**config.mk**
```make
export PLATFORM = sky130hd
export DESIGN_NAME = feature_track_table
export DESIGN_NICKNAME = d
export VERILOG_FILES = /design/src/hw/rtl/ftt_pkg.sv /design/src/hw/rtl/ftt_ram.sv /design/src/hw/rtl/ftt_ctrl.sv /design/src/hw/rtl/ftt_dp.sv /design/src/hw/rtl/feature_track_table.sv
export SDC_FILE = /design/constraint.sdc
export NUM_CORES = 2
export LEC_CHECK = 0
export BUFFER_PORTS_ARGS = -buffer_cell sky130_fd_sc_hd__buf_2
export CORE_AREA = 2 2 472 474
export DETAILED_ROUTE_END_ITERATION = 6
export DIE_AREA = 0 0 474 476
export GPL_ROUTABILITY_DRIVEN = 0
export HOLD_SLACK_MARGIN = 0.03
export RECOVER_POWER = 25
export SLEW_MARGIN = 10
export SYNTH_ARGS = -nofsm -noshare
export SYNTH_HDL_FRONTEND = slang
export SYNTH_HIERARCHICAL = 1
export SYNTH_SLANG_ARGS = --single-unit
```
**constraint.sdc**
```tcl
create_clock -name clk -period 6.5 [get_ports clk]
set_input_delay 0.975 -clock clk [delete_from_list [all_inputs] [get_ports clk]]
set_output_delay 0.975 -clock clk [all_outputs]
set_load 0.03 [all_outputs]
```
**src/hw/rtl/ftt_pkg.sv**
```systemverilog
// Shared types and constants for the feature track table.
// Holds operation codes, controller states and the command/status structs.
// No dependencies.
`default_nettype none

package ftt_pkg;

  // Fixed field widths of the streaming payloads
  localparam int OP_W        = 3;
  localparam int IMG_FIELD_W = 16;
  localparam int PT_FIELD_W  = 20;
  localparam int IDX_FIELD_W = 6;
  localparam int OUT_PT_W    = 21;
  localparam int OUT_CNT_W   = 7;
  localparam int IN_DATA_W   = 64;
  localparam int OUT_DATA_W  = 72;

  localparam int COUNT_W = 16;
  localparam logic signed [COUNT_W-1:0] COUNT_MAX  = 16'sh7fff;
  localparam logic signed [COUNT_W-1:0] COUNT_BAD  = -16'sd1;
  localparam logic [OUT_PT_W-1:0]       PT_ABSENT  = '1;

  typedef enum logic [OP_W-1:0] {
    OP_ADD      = 3'd0,
    OP_CONTAINS = 3'd1,
    OP_PAIR     = 3'd2,
    OP_READ     = 3'd3,
    OP_CLEAR    = 3'd4
  } op_t;

  typedef enum logic [2:0] {
    ST_IDLE,
    ST_START,
    ST_SCAN,
    ST_POST,
    ST_READ_WAIT,
    ST_APPEND,
    ST_FINISH
  } state_t;

  typedef struct packed {
    logic load;      // latch the incoming item
    logic start;     // reset scan and result registers
    logic clear;     // empty the table
    logic scan;      // issue one read and compare returned entry
    logic read_idx;  // read entry at the requested index
    logic capture;   // take read data as the result
    logic append;    // write the item at the end of the table
    logic emit;      // load the output register
  } ftt_cmd_t;

  typedef struct packed {
    logic [OP_W-1:0] op;
    logic            count_neg;
    logic            total_zero;
    logic            idx_valid;
    logic            scan_done;
    logic            need_append;
    logic            out_free;
  } ftt_sts_t;

endpackage

`default_nettype wire

```
**src/hw/rtl/ftt_ram.sv**
```systemverilog
// Generic single-port RAM with registered read data.
// No dependencies.
`default_nettype none

module ftt_ram #(
  parameter int WIDTH = 8,
  parameter int DEPTH = 64,
  localparam int AW   = $clog2(DEPTH)
) (
  input  wire logic             clk,
  input  wire logic             we,
  input  wire logic [AW-1:0]    addr,
  input  wire logic [WIDTH-1:0] wdata,
  output logic      [WIDTH-1:0] rdata
);

  logic [WIDTH-1:0] mem [DEPTH];

  always_ff @(posedge clk) begin
    if (we) begin
      mem[addr] <= wdata;
    end
    rdata <= mem[addr];
  end

endmodule

`default_nettype wire

```
**src/hw/rtl/ftt_ctrl.sv**
```systemverilog
// Controller state machine for the feature track table.
// Depends on ftt_pkg; drives the datapath only through ftt_cmd_t.
`default_nettype none

module ftt_ctrl (
  input  wire logic              clk,
  input  wire logic              rst,
  input  wire logic              s_tvalid,
  output logic                   s_tready,
  input  wire ftt_pkg::ftt_sts_t sts,
  output ftt_pkg::ftt_cmd_t      cmd
);

  ftt_pkg::state_t state, state_next;

  always_ff @(posedge clk) begin
    if (rst) begin
      state <= ftt_pkg::ST_IDLE;
    end else begin
      state <= state_next;
    end
  end

  always_comb begin
    state_next = state;
    unique case (state)
      ftt_pkg::ST_IDLE: begin
        if (s_tvalid) state_next = ftt_pkg::ST_START;
      end
      ftt_pkg::ST_START: begin
        unique case (sts.op) inside
          ftt_pkg::OP_ADD: begin
            if (sts.count_neg || sts.total_zero) state_next = ftt_pkg::ST_APPEND;
            else                                 state_next = ftt_pkg::ST_SCAN;
          end
          ftt_pkg::OP_CONTAINS, ftt_pkg::OP_PAIR: begin
            state_next = sts.total_zero ? ftt_pkg::ST_FINISH : ftt_pkg::ST_SCAN;
          end
          ftt_pkg::OP_READ: begin
            state_next = sts.idx_valid ? ftt_pkg::ST_READ_WAIT : ftt_pkg::ST_FINISH;
          end
          default: state_next = ftt_pkg::ST_FINISH;
        endcase
      end
      ftt_pkg::ST_SCAN: begin
        if (sts.scan_done) state_next = ftt_pkg::ST_POST;
      end
      ftt_pkg::ST_POST: begin
        state_next = sts.need_append ? ftt_pkg::ST_APPEND : ftt_pkg::ST_FINISH;
      end
      ftt_pkg::ST_READ_WAIT: state_next = ftt_pkg::ST_FINISH;
      ftt_pkg::ST_APPEND:    state_next = ftt_pkg::ST_FINISH;
      ftt_pkg::ST_FINISH: begin
        if (sts.out_free) state_next = ftt_pkg::ST_IDLE;
      end
      default: state_next = ftt_pkg::ST_IDLE;
    endcase
  end

  always_comb begin
    cmd      = '0;
    s_tready = 1'b0;
    unique case (state)
      ftt_pkg::ST_IDLE: begin
        s_tready = 1'b1;
        cmd.load = s_tvalid;
      end
      ftt_pkg::ST_START: begin
        cmd.start    = 1'b1;
        cmd.clear    = (sts.op == ftt_pkg::OP_CLEAR);
        cmd.read_idx = (sts.op == ftt_pkg::OP_READ) && sts.idx_valid;
      end
      ftt_pkg::ST_SCAN:      cmd.scan    = 1'b1;
      ftt_pkg::ST_POST:      cmd         = '0;
      ftt_pkg::ST_READ_WAIT: cmd.capture = 1'b1;
      ftt_pkg::ST_APPEND:    cmd.append  = 1'b1;
      ftt_pkg::ST_FINISH:    cmd.emit    = sts.out_free;
      default:               cmd         = '0;
    endcase
  end

endmodule

`default_nettype wire

```
**src/hw/rtl/ftt_dp.sv**
```systemverilog
// Datapath for the feature track table: item registers, table RAM,
// scan pointer, compare logic, counters and the output register.
// Depends on ftt_pkg and ftt_ram.
`default_nettype none

module ftt_dp #(
  parameter int MAX_VIEWS  = 64,
  parameter int IMAGE_BITS = 16,
  parameter int POINT_BITS = 20,
  localparam int AW = $clog2(MAX_VIEWS),
  localparam int CW = $clog2(MAX_VIEWS + 1)
) (
  input  wire logic                              clk,
  input  wire logic                              rst,
  input  wire ftt_pkg::ftt_cmd_t                 cmd,
  output ftt_pkg::ftt_sts_t                      sts,
  input  wire logic [ftt_pkg::OP_W-1:0]          op,
  input  wire logic [ftt_pkg::IMG_FIELD_W-1:0]   image,
  input  wire logic [ftt_pkg::PT_FIELD_W-1:0]    point,
  input  wire logic [ftt_pkg::IMG_FIELD_W-1:0]   pair_image,
  input  wire logic [ftt_pkg::IDX_FIELD_W-1:0]   entry_index,
  output logic                                   out_valid,
  input  wire logic                              out_ready,
  output logic                                   ok,
  output logic [ftt_pkg::OUT_PT_W-1:0]           first_point,
  output logic [ftt_pkg::OUT_PT_W-1:0]           second_point,
  output logic [ftt_pkg::IMG_FIELD_W-1:0]        entry_image,
  output logic                                   table_full,
  output logic [ftt_pkg::OUT_CNT_W-1:0]          entry_count
);

  localparam int RW = IMAGE_BITS + POINT_BITS + 1;

  // Item registers
  logic [ftt_pkg::OP_W-1:0]        op_q;
  logic [IMAGE_BITS-1:0]           img_q;
  logic [POINT_BITS-1:0]           pt_q;
  logic [IMAGE_BITS-1:0]           img2_q;
  logic [ftt_pkg::IDX_FIELD_W-1:0] idx_q;

  // Table state
  logic [CW-1:0]                       total;
  logic signed [ftt_pkg::COUNT_W-1:0]  count;

  // Scan state
  logic [CW-1:0] rd_idx;
  logic          pend;
  logic          found;
  logic          one_hit;

  // Result registers
  logic                            res_ok;
  logic [ftt_pkg::OUT_PT_W-1:0]    res_first;
  logic [ftt_pkg::OUT_PT_W-1:0]    res_second;
  logic [ftt_pkg::IMG_FIELD_W-1:0] res_eimg;
  logic                            res_full;

  // RAM interface
  logic          ram_we;
  logic [AW-1:0] ram_addr;
  logic [RW-1:0] ram_wdata;
  logic [RW-1:0] ram_rdata;

  logic                  q_good;
  logic [POINT_BITS-1:0] q_pt;
  logic [IMAGE_BITS-1:0] q_img;
  logic                  m_img, m_pt, m_img2;
  logic                  is_full;
  logic                  stop;
  logic                  more;

  assign q_good = ram_rdata[0];
  assign q_pt   = ram_rdata[POINT_BITS:1];
  assign q_img  = ram_rdata[RW-1:POINT_BITS+1];

  assign m_img   = (q_img == img_q);
  assign m_pt    = (q_pt == pt_q);
  assign m_img2  = (q_img == img2_q);
  assign is_full = (total == CW'(MAX_VIEWS));
  assign more    = (rd_idx < total);

  always_comb begin
    stop = 1'b0;
    if (pend) begin
      case (op_q)
        ftt_pkg::OP_ADD:      stop = m_img;
        ftt_pkg::OP_CONTAINS: stop = m_img && m_pt;
        ftt_pkg::OP_PAIR:     stop = (m_img && m_img2) || ((m_img || m_img2) && one_hit);
        default:              stop = 1'b0;
      endcase
    end
  end

  always_comb begin
    if (cmd.append) begin
      ram_addr = total[AW-1:0];
    end else if (cmd.read_idx) begin
      ram_addr = AW'(idx_q);
    end else begin
      ram_addr = rd_idx[AW-1:0];
    end
  end

  assign ram_we    = cmd.append && !is_full;
  assign ram_wdata = {img_q, pt_q, ~count[ftt_pkg::COUNT_W-1]};

  ftt_ram #(
    .WIDTH (RW),
    .DEPTH (MAX_VIEWS)
  ) u_ram (
    .clk   (clk),
    .we    (ram_we),
    .addr  (ram_addr),
    .wdata (ram_wdata),
    .rdata (ram_rdata)
  );

  always_comb begin
    sts             = '0;
    sts.op          = op_q;
    sts.count_neg   = count[ftt_pkg::COUNT_W-1];
    sts.total_zero  = (total == '0);
    sts.idx_valid   = (32'(idx_q) < 32'(total));
    sts.scan_done   = stop || (!pend && !more);
    sts.need_append = (op_q == ftt_pkg::OP_ADD) && !found;
    sts.out_free    = !out_valid || out_ready;
  end

  // Item capture
  always_ff @(posedge clk) begin
    if (cmd.load) begin
      op_q   <= op;
      img_q  <= IMAGE_BITS'(image);
      pt_q   <= POINT_BITS'(point);
      img2_q <= IMAGE_BITS'(pair_image);
      idx_q  <= entry_index;
    end
  end

  // Control-side registers
  always_ff @(posedge clk) begin
    if (rst) begin
      total   <= '0;
      count   <= '0;
      rd_idx  <= '0;
      pend    <= 1'b0;
      found   <= 1'b0;
      one_hit <= 1'b0;
    end else begin
      if (cmd.start) begin
        rd_idx  <= '0;
        pend    <= 1'b0;
        found   <= 1'b0;
        one_hit <= 1'b0;
      end
      if (cmd.clear) begin
        total <= '0;
        count <= '0;
      end
      if (cmd.scan) begin
        if (more) begin
          rd_idx <= rd_idx + CW'(1);
          pend   <= 1'b1;
        end else begin
          pend <= 1'b0;
        end
        if (pend && op_q == ftt_pkg::OP_ADD && m_img) begin
          found <= 1'b1;
          if (!m_pt) begin
            count <= ftt_pkg::COUNT_BAD;
          end else if (count != ftt_pkg::COUNT_MAX) begin
            count <= count + 16'sd1;
          end
        end
        if (pend && op_q == ftt_pkg::OP_PAIR && (m_img || m_img2)) begin
          one_hit <= 1'b1;
        end
      end
      if (cmd.append && !is_full) begin
        total <= total + CW'(1);
      end
    end
  end

  // Result registers
  always_ff @(posedge clk) begin
    if (cmd.start) begin
      res_ok     <= 1'b0;
      res_first  <= ftt_pkg::PT_ABSENT;
      res_second <= ftt_pkg::PT_ABSENT;
      res_eimg   <= '0;
      res_full   <= 1'b0;
    end
    if (cmd.scan && pend) begin
      if (op_q == ftt_pkg::OP_CONTAINS && m_img && m_pt) begin
        res_ok <= q_good;
      end
      if (op_q == ftt_pkg::OP_PAIR) begin
        if (m_img) begin
          res_first <= ftt_pkg::OUT_PT_W'(q_pt);
        end
        // Second image is skipped when the first image already gave the second hit
        if (m_img2 && !(m_img && one_hit)) begin
          res_second <= ftt_pkg::OUT_PT_W'(q_pt);
        end
      end
    end
    if (cmd.capture) begin
      res_ok    <= 1'b1;
      res_first <= ftt_pkg::OUT_PT_W'(q_pt);
      res_eimg  <= ftt_pkg::IMG_FIELD_W'(q_img);
    end
    if (cmd.append && is_full) begin
      res_full <= 1'b1;
    end
  end

  // Output register
  always_ff @(posedge clk) begin
    if (rst) begin
      out_valid <= 1'b0;
    end else if (cmd.emit) begin
      out_valid <= 1'b1;
    end else if (out_ready) begin
      out_valid <= 1'b0;
    end
  end

  always_ff @(posedge clk) begin
    if (cmd.emit) begin
      ok           <= (op_q == ftt_pkg::OP_ADD) ? ~count[ftt_pkg::COUNT_W-1] : res_ok;
      first_point  <= res_first;
      second_point <= res_second;
      entry_image  <= res_eimg;
      table_full   <= res_full;
      entry_count  <= ftt_pkg::OUT_CNT_W'(total);
    end
  end

endmodule

`default_nettype wire

```
**src/hw/rtl/feature_track_table.sv**
```systemverilog
// Sequencing: an add, contains or pair lookup scans up to the N stored entries before its
// result; read entry reads the indexed entry; clear and unused ops go straight to the result.
// Throughput: one item at a time, a new item being taken only once the last has finished;
// the scan is set by the single table RAM port, which it walks one entry per cycle.
// Reset (rst, synchronous): empties the table, zeroes the consistency count and drops
// any pending result; table contents are left as they are and are never read unwritten.
//
// Top level of the feature track table: one track of (image, point) entries with good
// flags and a signed consistency count. Depends on ftt_pkg, ftt_ctrl, ftt_dp, ftt_ram.
`default_nettype none

module feature_track_table #(
  parameter int MAX_VIEWS  = 64,
  parameter int IMAGE_BITS = 16,
  parameter int POINT_BITS = 20
) (
  input  wire logic                            clk,
  input  wire logic                            rst,
  // Input stream
  input  wire logic                            s_tvalid,
  output logic                                 s_tready,
  // tdata: image[15:0], point[35:16], pair_image[51:36], entry_index[57:52], zero[63:58]
  input  wire logic [ftt_pkg::IN_DATA_W-1:0]   s_tdata,
  // tuser: op[2:0]
  input  wire logic [ftt_pkg::OP_W-1:0]        s_tuser,
  // Result stream
  output logic                                 m_tvalid,
  input  wire logic                            m_tready,
  // tdata: ok[0], first_point[21:1], second_point[42:22], entry_image[58:43],
  //        table_full[59], entry_count[66:60], zero[71:67]
  output logic [ftt_pkg::OUT_DATA_W-1:0]       m_tdata
);

  ftt_pkg::ftt_cmd_t cmd;
  ftt_pkg::ftt_sts_t sts;

  // Unpacked input fields
  logic [ftt_pkg::IMG_FIELD_W-1:0] in_image;
  logic [ftt_pkg::PT_FIELD_W-1:0]  in_point;
  logic [ftt_pkg::IMG_FIELD_W-1:0] in_pair_image;
  logic [ftt_pkg::IDX_FIELD_W-1:0] in_entry_index;

  // Result fields from the output register
  logic                            ok;
  logic [ftt_pkg::OUT_PT_W-1:0]    first_point;
  logic [ftt_pkg::OUT_PT_W-1:0]    second_point;
  logic [ftt_pkg::IMG_FIELD_W-1:0] entry_image;
  logic                            table_full;
  logic [ftt_pkg::OUT_CNT_W-1:0]   entry_count;

  assign in_image       = s_tdata[15:0];
  assign in_point       = s_tdata[35:16];
  assign in_pair_image  = s_tdata[51:36];
  assign in_entry_index = s_tdata[57:52];

  // Controller: sequences one transaction at a time through start, then scan, read or append, and emit
  ftt_ctrl u_ctrl (
    .clk      (clk),
    .rst      (rst),
    .s_tvalid (s_tvalid),
    .s_tready (s_tready),
    .sts      (sts),
    .cmd      (cmd)
  );

  // Datapath: the output register lets the next transaction in while a result waits
  ftt_dp #(
    .MAX_VIEWS  (MAX_VIEWS),
    .IMAGE_BITS (IMAGE_BITS),
    .POINT_BITS (POINT_BITS)
  ) u_dp (
    .clk          (clk),
    .rst          (rst),
    .cmd          (cmd),
    .sts          (sts),
    .op           (s_tuser),
    .image        (in_image),
    .point        (in_point),
    .pair_image   (in_pair_image),
    .entry_index  (in_entry_index),
    .out_valid    (m_tvalid),
    .out_ready    (m_tready),
    .ok           (ok),
    .first_point  (first_point),
    .second_point (second_point),
    .entry_image  (entry_image),
    .table_full   (table_full),
    .entry_count  (entry_count)
  );

  // Pack the result, first field in the lowest bits, pad to whole bytes
  assign m_tdata = {5'b0, entry_count, table_full, entry_image, second_point,
                    first_point, ok};

endmodule

`default_nettype wire

```
**Word-level counts from Yosys, hierarchy flattened**

Memories as Yosys holds them, arrays and structs flattened. A register that Yosys moved wholly into a read port is not among the register bits.
Cells that the tools add are included.

- Bits in registers: 225
- RAM bits: 2368
- Logic and storage cells: 147
- Memories: 1

- Multiplexer cells: 59
- Bitwise operators: 1
- Equal/unequal tests: 18
- Reductions and logical operators: 38
- $add $sub $neg: 3
- $lt $le $gt $ge: 2

Memories:

| name | words | width | rd ports | clocked after memory_dff | write ports | line | text |
|---|---|---|---|---|---|---|---|
| u_dp.u_ram.mem | 64 | 37 | 1 | 1 | 1 | ftt_ram.sv:17 | `logic [WIDTH-1:0] mem [DEPTH];` |

Operators with widths:

| operator | count |
|---|---|
| $mux W21 | 8 |
| $mux W16 | 7 |
| $mux W7 | 5 |
| $eq A16 B16 Y1 | 2 |
| $mux W1 | 25 |
| $eq A20 B20 Y1 | 1 |
| $mux W20 | 1 |
| $pmux W3 S6 | 1 |
| $logic_and A1 B1 Y1 | 17 |
| $add A16 B2 Y16 const B | 1 |
| $ne A16 B16 Y1 const B | 1 |
| $mux W3 | 5 |
| $add A7 B1 Y7 const B | 2 |
| $eq A3 B2 Y1 const B | 4 |
| $eq A3 B3 Y1 const B | 4 |
| $mux W6 | 2 |
| $pmux W3 S3 | 1 |
| $reduce_bool A2 Y1 | 4 |
| $eq A7 B7 Y1 const B | 1 |
| $logic_not A7 Y1 | 1 |
| $lt A6 B7 Y1 | 1 |
| $lt A7 B7 Y1 | 1 |
| $eq A3 B1 Y1 const B | 2 |
| $logic_not A1 Y1 | 6 |
| other kinds (9) | 18 |

**Logic depth before layout (Yosys ltp)**

- Word-level depth: 9
- Gate-level depth with buffers: 22
- Mapped depth without buffers: 16

**Cells and area by module**

The synthesis kept the hierarchy.

Modules (own cells, without submodules):

| module | times used | area each (sq um) | cells each |
|---|---|---|---|
| ftt_ram | 1 | 91756.8 | 4975 |
| ftt_dp | 1 | 8888.5 | 736 |
| ftt_ctrl | 1 | 285.3 | 42 |
| feature_track_table | 1 | 56.3 | 8 |

**Worst setup path before layout**

OpenSTA, ideal clock, no wires.

- Path type: register to register
- Start: register u_dp.total[1]
- End: memory u_dp/u_ram/mem[12][0] in the netlist's numbering (enable)
- Stages on the path, launching flop included: 21
- Clock period less this slack: 5.505 ns
- Setup time: 0.431 ns
- Slack: 0.995 ns
- Data required time: 6.069 ns
- Arrival: 5.074 ns
- Cells stage by stage: dfxtp_1 -> inv_1 -> ha_1 -> a21o_1 -> a21oi_1 -> nor2b_1 -> o21ai_0 -> a211o_1 -> nand4b_1 -> nor4_1 -> clkbuf_1 -> mux2i_1 -> o21ai_0 -> buf_4 -> buf_2 -> buf_4 -> buf_2 -> buf_4 -> buf_2 -> nand3_1 -> nor2_1

RTL lines:

| item | line | text |
|---|---|---|
| start: declaration | ftt_dp.sv:42 | `logic [CW-1:0] total;` |
| start signal: assignment | ftt_dp.sv:180 | `total <= total + CW'(1);` |
| end: declaration | ftt_ram.sv:17 |  |

==> metrics.txt <==
Clk pwr share about two fifths; Detailed Place HPWL ~180000 um; clock slew at the register clock pins of the worst setup and hold paths roughly 60 ps; worst max-slew margin expressed relative to the limit -171%; worst voltage drop across the vdd grid about 0.00020 V; Residual DRC 0; final worst path period share about nine tenths; maximum net fanout on the critical path between 40 and 50; starting density of the core a little under half; clock skew after layout between 40 and 50 ps; slack of the critical path just under 600 ps; core footprint 221000 um^2; Final Instance Area between 100000 and 150000 um^2; count of unique library cells instantiated by Yosys just under 80; vias in the first global route 56500; Adder-Cell Fraction of Synth Area less than 1%; RSZ-0062 raised after global routing false; iteration count of the initial detailed-routing pass 6; multiplexer area fraction after synthesis around 6.5%; Storage cell area between 70000 and 80000 um^2; buffers from clock root to sink, at most 4; leakage power of the design about 36 nW; Power Internal about 29 mW; register bit total from synthesis around 2600; violations in the final reports max-capacitance violations, max-slew violations; critical path data arrival time about 6700 ps; GRT overflow 0; share of layout cells above drive strength 1 between 10% and 20%; number of cell rows 173; Post-CTS Hold Buffers 0; cell area power density around 330 nW/um^2; final count of pins violating max slew roughly 1500; total net switching power a little over 9 mW; overall die area roughly 230000 um^2; global-route wire length before repair approximately 430000 um; boundary pin count 145; ys flop type sky130_fd_sc_hd__edfxtp_1; area added between synthesis and finish 14.9%; Tightest Pin Transition ~4000 ps; Post-CTS Setup Repair Bufs 0; parity-gate share of the synthesized area counting xor and xnor cells less than 1%; synthesized cell area between 100000 and 150000 um^2; clock buffers created by TritonCTS roughly 290; remaining antenna violation count after routing 0; number of antenna violations at the first check in global routing 11; outcome finished, violations left; total wire length between 300000 and 400000 um; required time of the critical path between 7000 and 8000 ps; Vias per Instance around 6.4; count of endpoints failing setup in the final report 0; number of port buffers 133; register share of total power a little over half; Synth Area in Compound Gates about 9%; dominant combinational cell family by area after synthesis compound AO/OA/AOI/OAI gates; number of hold-slack violations in the final timing report 0; Post-CTS Resized 0; number of fill cells 17500; global router's overall resource usage between 20% and 30%; number of DRC markers after the initial detailed-route iteration between 7000 and 8000; combinational share of power 8.3%; max-cap viol count 24; total power of the final layout 38.6 mW; synthesized area per cell ~18 um^2; worst min-delay path class input pin to flop; CP Capture Type flop; area of combinational cells with multiple inputs about 22000 um^2; Net count, final a little over 6000; setup slack after placement around 740 ps; cell count after synthesis about 5800; clk sink count 2630; clk root buf sky130_fd_sc_hd__clkbuf_16; crit start category flop; share of synthesized flip-flops with an asynchronous set or reset 0%; time the final worst path needs with I/O delays and setup around 5900 ps; number of levels in the clock H-tree 5; post-synthesis share of cell area spent on and, or, nand and nor gates just under 5%; smallest hold slack between 200 and 250 ps; maximum number of pins on one net before global-route repair 89; die width around 470 um; DP Area 108000 um^2; switching share of power between 20% and 30%; proportion of synthesized chip area in sequential cells between 70% and 80%; die height roughly 480 um; via count of the routed design between 50000 and 60000; Clock Latency Late Sink about 930 ps; number of enable flip-flop cells after synthesis ~2500; highest clock rate ~170 MHz; clock tree from TritonCTS built; category of the critical setup timing path flop to flop; total negative slack 0 ps; post-DR wirelength/cell 32.5 um; yosys synthesis warning count 6
per-stage QoR:
stage / util [%] / cells
final: 52.5 / 9305
after CTS: 52.5 / 9300
after floorplan: - / 5765
after global routing: 52.5 / 9300
after global placement: 48.7 / 8811
after detailed placement: 48.7 / 8811
cells in the mapped netlist, types with 23 or more instances:
library cell	n	area, um^2
sky130_fd_sc_hd__a32oi_1	23	201
sky130_fd_sc_hd__a211oi_1	108	811
sky130_fd_sc_hd__a21oi_1	142	711
sky130_fd_sc_hd__a22oi_1	114	856
sky130_fd_sc_hd__mux2i_1	135	1350
sky130_fd_sc_hd__a221oi_1	373	3270
sky130_fd_sc_hd__edfxtp_1	2512	75400
sky130_fd_sc_hd__and2_1	36	225
sky130_fd_sc_hd__nand3_1	41	205
sky130_fd_sc_hd__and3_1	52	325
sky130_fd_sc_hd__inv_1	26	97.6
sky130_fd_sc_hd__nand4_1	50	313
sky130_fd_sc_hd__mux4_2	151	3400
sky130_fd_sc_hd__a311oi_1	29	254
sky130_fd_sc_hd__nor3_1	66	330
sky130_fd_sc_hd__o21ai_0	94	470
sky130_fd_sc_hd__buf_2	142	711
sky130_fd_sc_hd__mux2_2	157	1770
sky130_fd_sc_hd__dfxtp_1	118	2360
sky130_fd_sc_hd__buf_1	35	131
sky130_fd_sc_hd__a31oi_1	62	388
sky130_fd_sc_hd__nand2_1	216	811
sky130_fd_sc_hd__xor2_1	40	350
sky130_fd_sc_hd__o2bb2ai_1	30	263
sky130_fd_sc_hd__buf_4	37	278
sky130_fd_sc_hd__o22ai_1	99	619
sky130_fd_sc_hd__nor2b_1	66	413
sky130_fd_sc_hd__nor2_1	253	950
sky130_fd_sc_hd__nor4_1	43	269
sky130_fd_sc_hd__clkbuf_1	199	747
layer usage:
| metal | track usage [%] | share of wire (%) | vias up |
|---|---|---|---|
| met4 | 9.43 | 3.8 | 6 |
| met1 | 36.8 | 39 | 30800 |
| met3 | 6.49 | 11 | 591 |
| li1 | - | - | 24400 |
| met2 | 40.8 | 46 | 3342 |
| met5 | 0 | 0.011 | - |
kinds of logic (layout without fill, tap and decap cells):
family          count (synthesis)  count (layout)
xor+xnor                       53              53
flops                        2630            2630
simple gates                  953             953
buf+inv                       448            1008
other cells                     1              10
mux                           443             443
compound gates               1217            1217
fa+ha+maj                      16              16
cell type report:
cell class	count	share of cell area, %
inverter	27	0.102
sequential	2630	67.0
tap	2975	3.21
antenna	5	0.0108
clock buffer	361	6.65
multi-input combinational	2687	18.9
timing repair buffer	492	3.50
clock inverter	128	0.636
flip-flops by register name (all words and copies together), names as in the netlist, 6 cells and up:
signal	count
u_dp/count	16
u_dp/entry_count	7
u_dp/entry_image	16
u_dp/first_point	21
u_dp/idx_q	6
u_dp/img2_q	16
u_dp/img_q	16
u_dp/pt_q	20
u_dp/rd_idx	7
u_dp/res_eimg	16
u_dp/res_first	21
u_dp/res_second	21
u_dp/second_point	21
u_dp/total	7
u_dp/u_ram/mem	2368
u_dp/u_ram/rdata	37
critical path, cell delays in order, from the launching register on:
cell and delay [ps]:
sky130_fd_sc_hd__dfxtp_1 400, sky130_fd_sc_hd__inv_1 120, sky130_fd_sc_hd__ha_1 290, sky130_fd_sc_hd__a21o_1 160
sky130_fd_sc_hd__a21oi_1 130, sky130_fd_sc_hd__nor2b_1 60, sky130_fd_sc_hd__o21ai_0 190, sky130_fd_sc_hd__a211o_1 170
sky130_fd_sc_hd__nand4b_1 160, sky130_fd_sc_hd__nor4_2 400, sky130_fd_sc_hd__buf_4 250, sky130_fd_sc_hd__mux2i_1 130
sky130_fd_sc_hd__o21ai_4 550, sky130_fd_sc_hd__buf_12 250, sky130_fd_sc_hd__buf_12 290, sky130_fd_sc_hd__buf_4 330
sky130_fd_sc_hd__mux2i_1 220, sky130_fd_sc_hd__o22ai_1 110, sky130_fd_sc_hd__a221o_1 340, sky130_fd_sc_hd__a211oi_1 740
sky130_fd_sc_hd__buf_4 240, sky130_fd_sc_hd__nand4_1 100
path summary, 6_finish.rpt:
check | start | end | slack, ps | cells past startpoint
worst min register to register | u_dp/res_eimg[4] | u_dp/entry_image[4] | 400 | 0
worst max register to register | u_dp/total[1] | u_dp/u_ram/rdata[11] | 590 | 21
worst min-delay path | s_tdata[25] | u_dp/pt_q[9] | 220 | 1
worst max-delay path | u_dp/total[1] | u_dp/u_ram/rdata[11] | 590 | 21
power groups by stage:
stage               Combinational [mW]  Clock [mW]  Sequential, mW
finish                            3.20        15.0            20.5
global route                      3.39        15.8            20.5
CTS                               3.23        15.1            20.3
detailed placement                3.22           0            20.7
floorplan                         1.09           0            21.1
global placement                  3.12           0            20.7
placed cells by master, fill, tap and decap left out, drive strengths merged, types with 62 or more instances in the layout:
| cell | instances |
|---|---|
| nor2b | 66 |
| mux2i | 135 |
| mux4 | 151 |
| a21oi | 142 |
| edfxtp | 2512 |
| o21ai | 97 |
| a221oi | 374 |
| a31oi | 62 |
| dfxtp | 118 |
| mux2 | 157 |
| clkinv | 115 |
| o22ai | 99 |
| buf | 454 |
| nor2 | 254 |
| a211oi | 108 |
| a22oi | 114 |
| clkbuf | 399 |
| nor3 | 69 |
| nand2 | 216 |
Note: power is estimated with default switching activity, not from simulation.
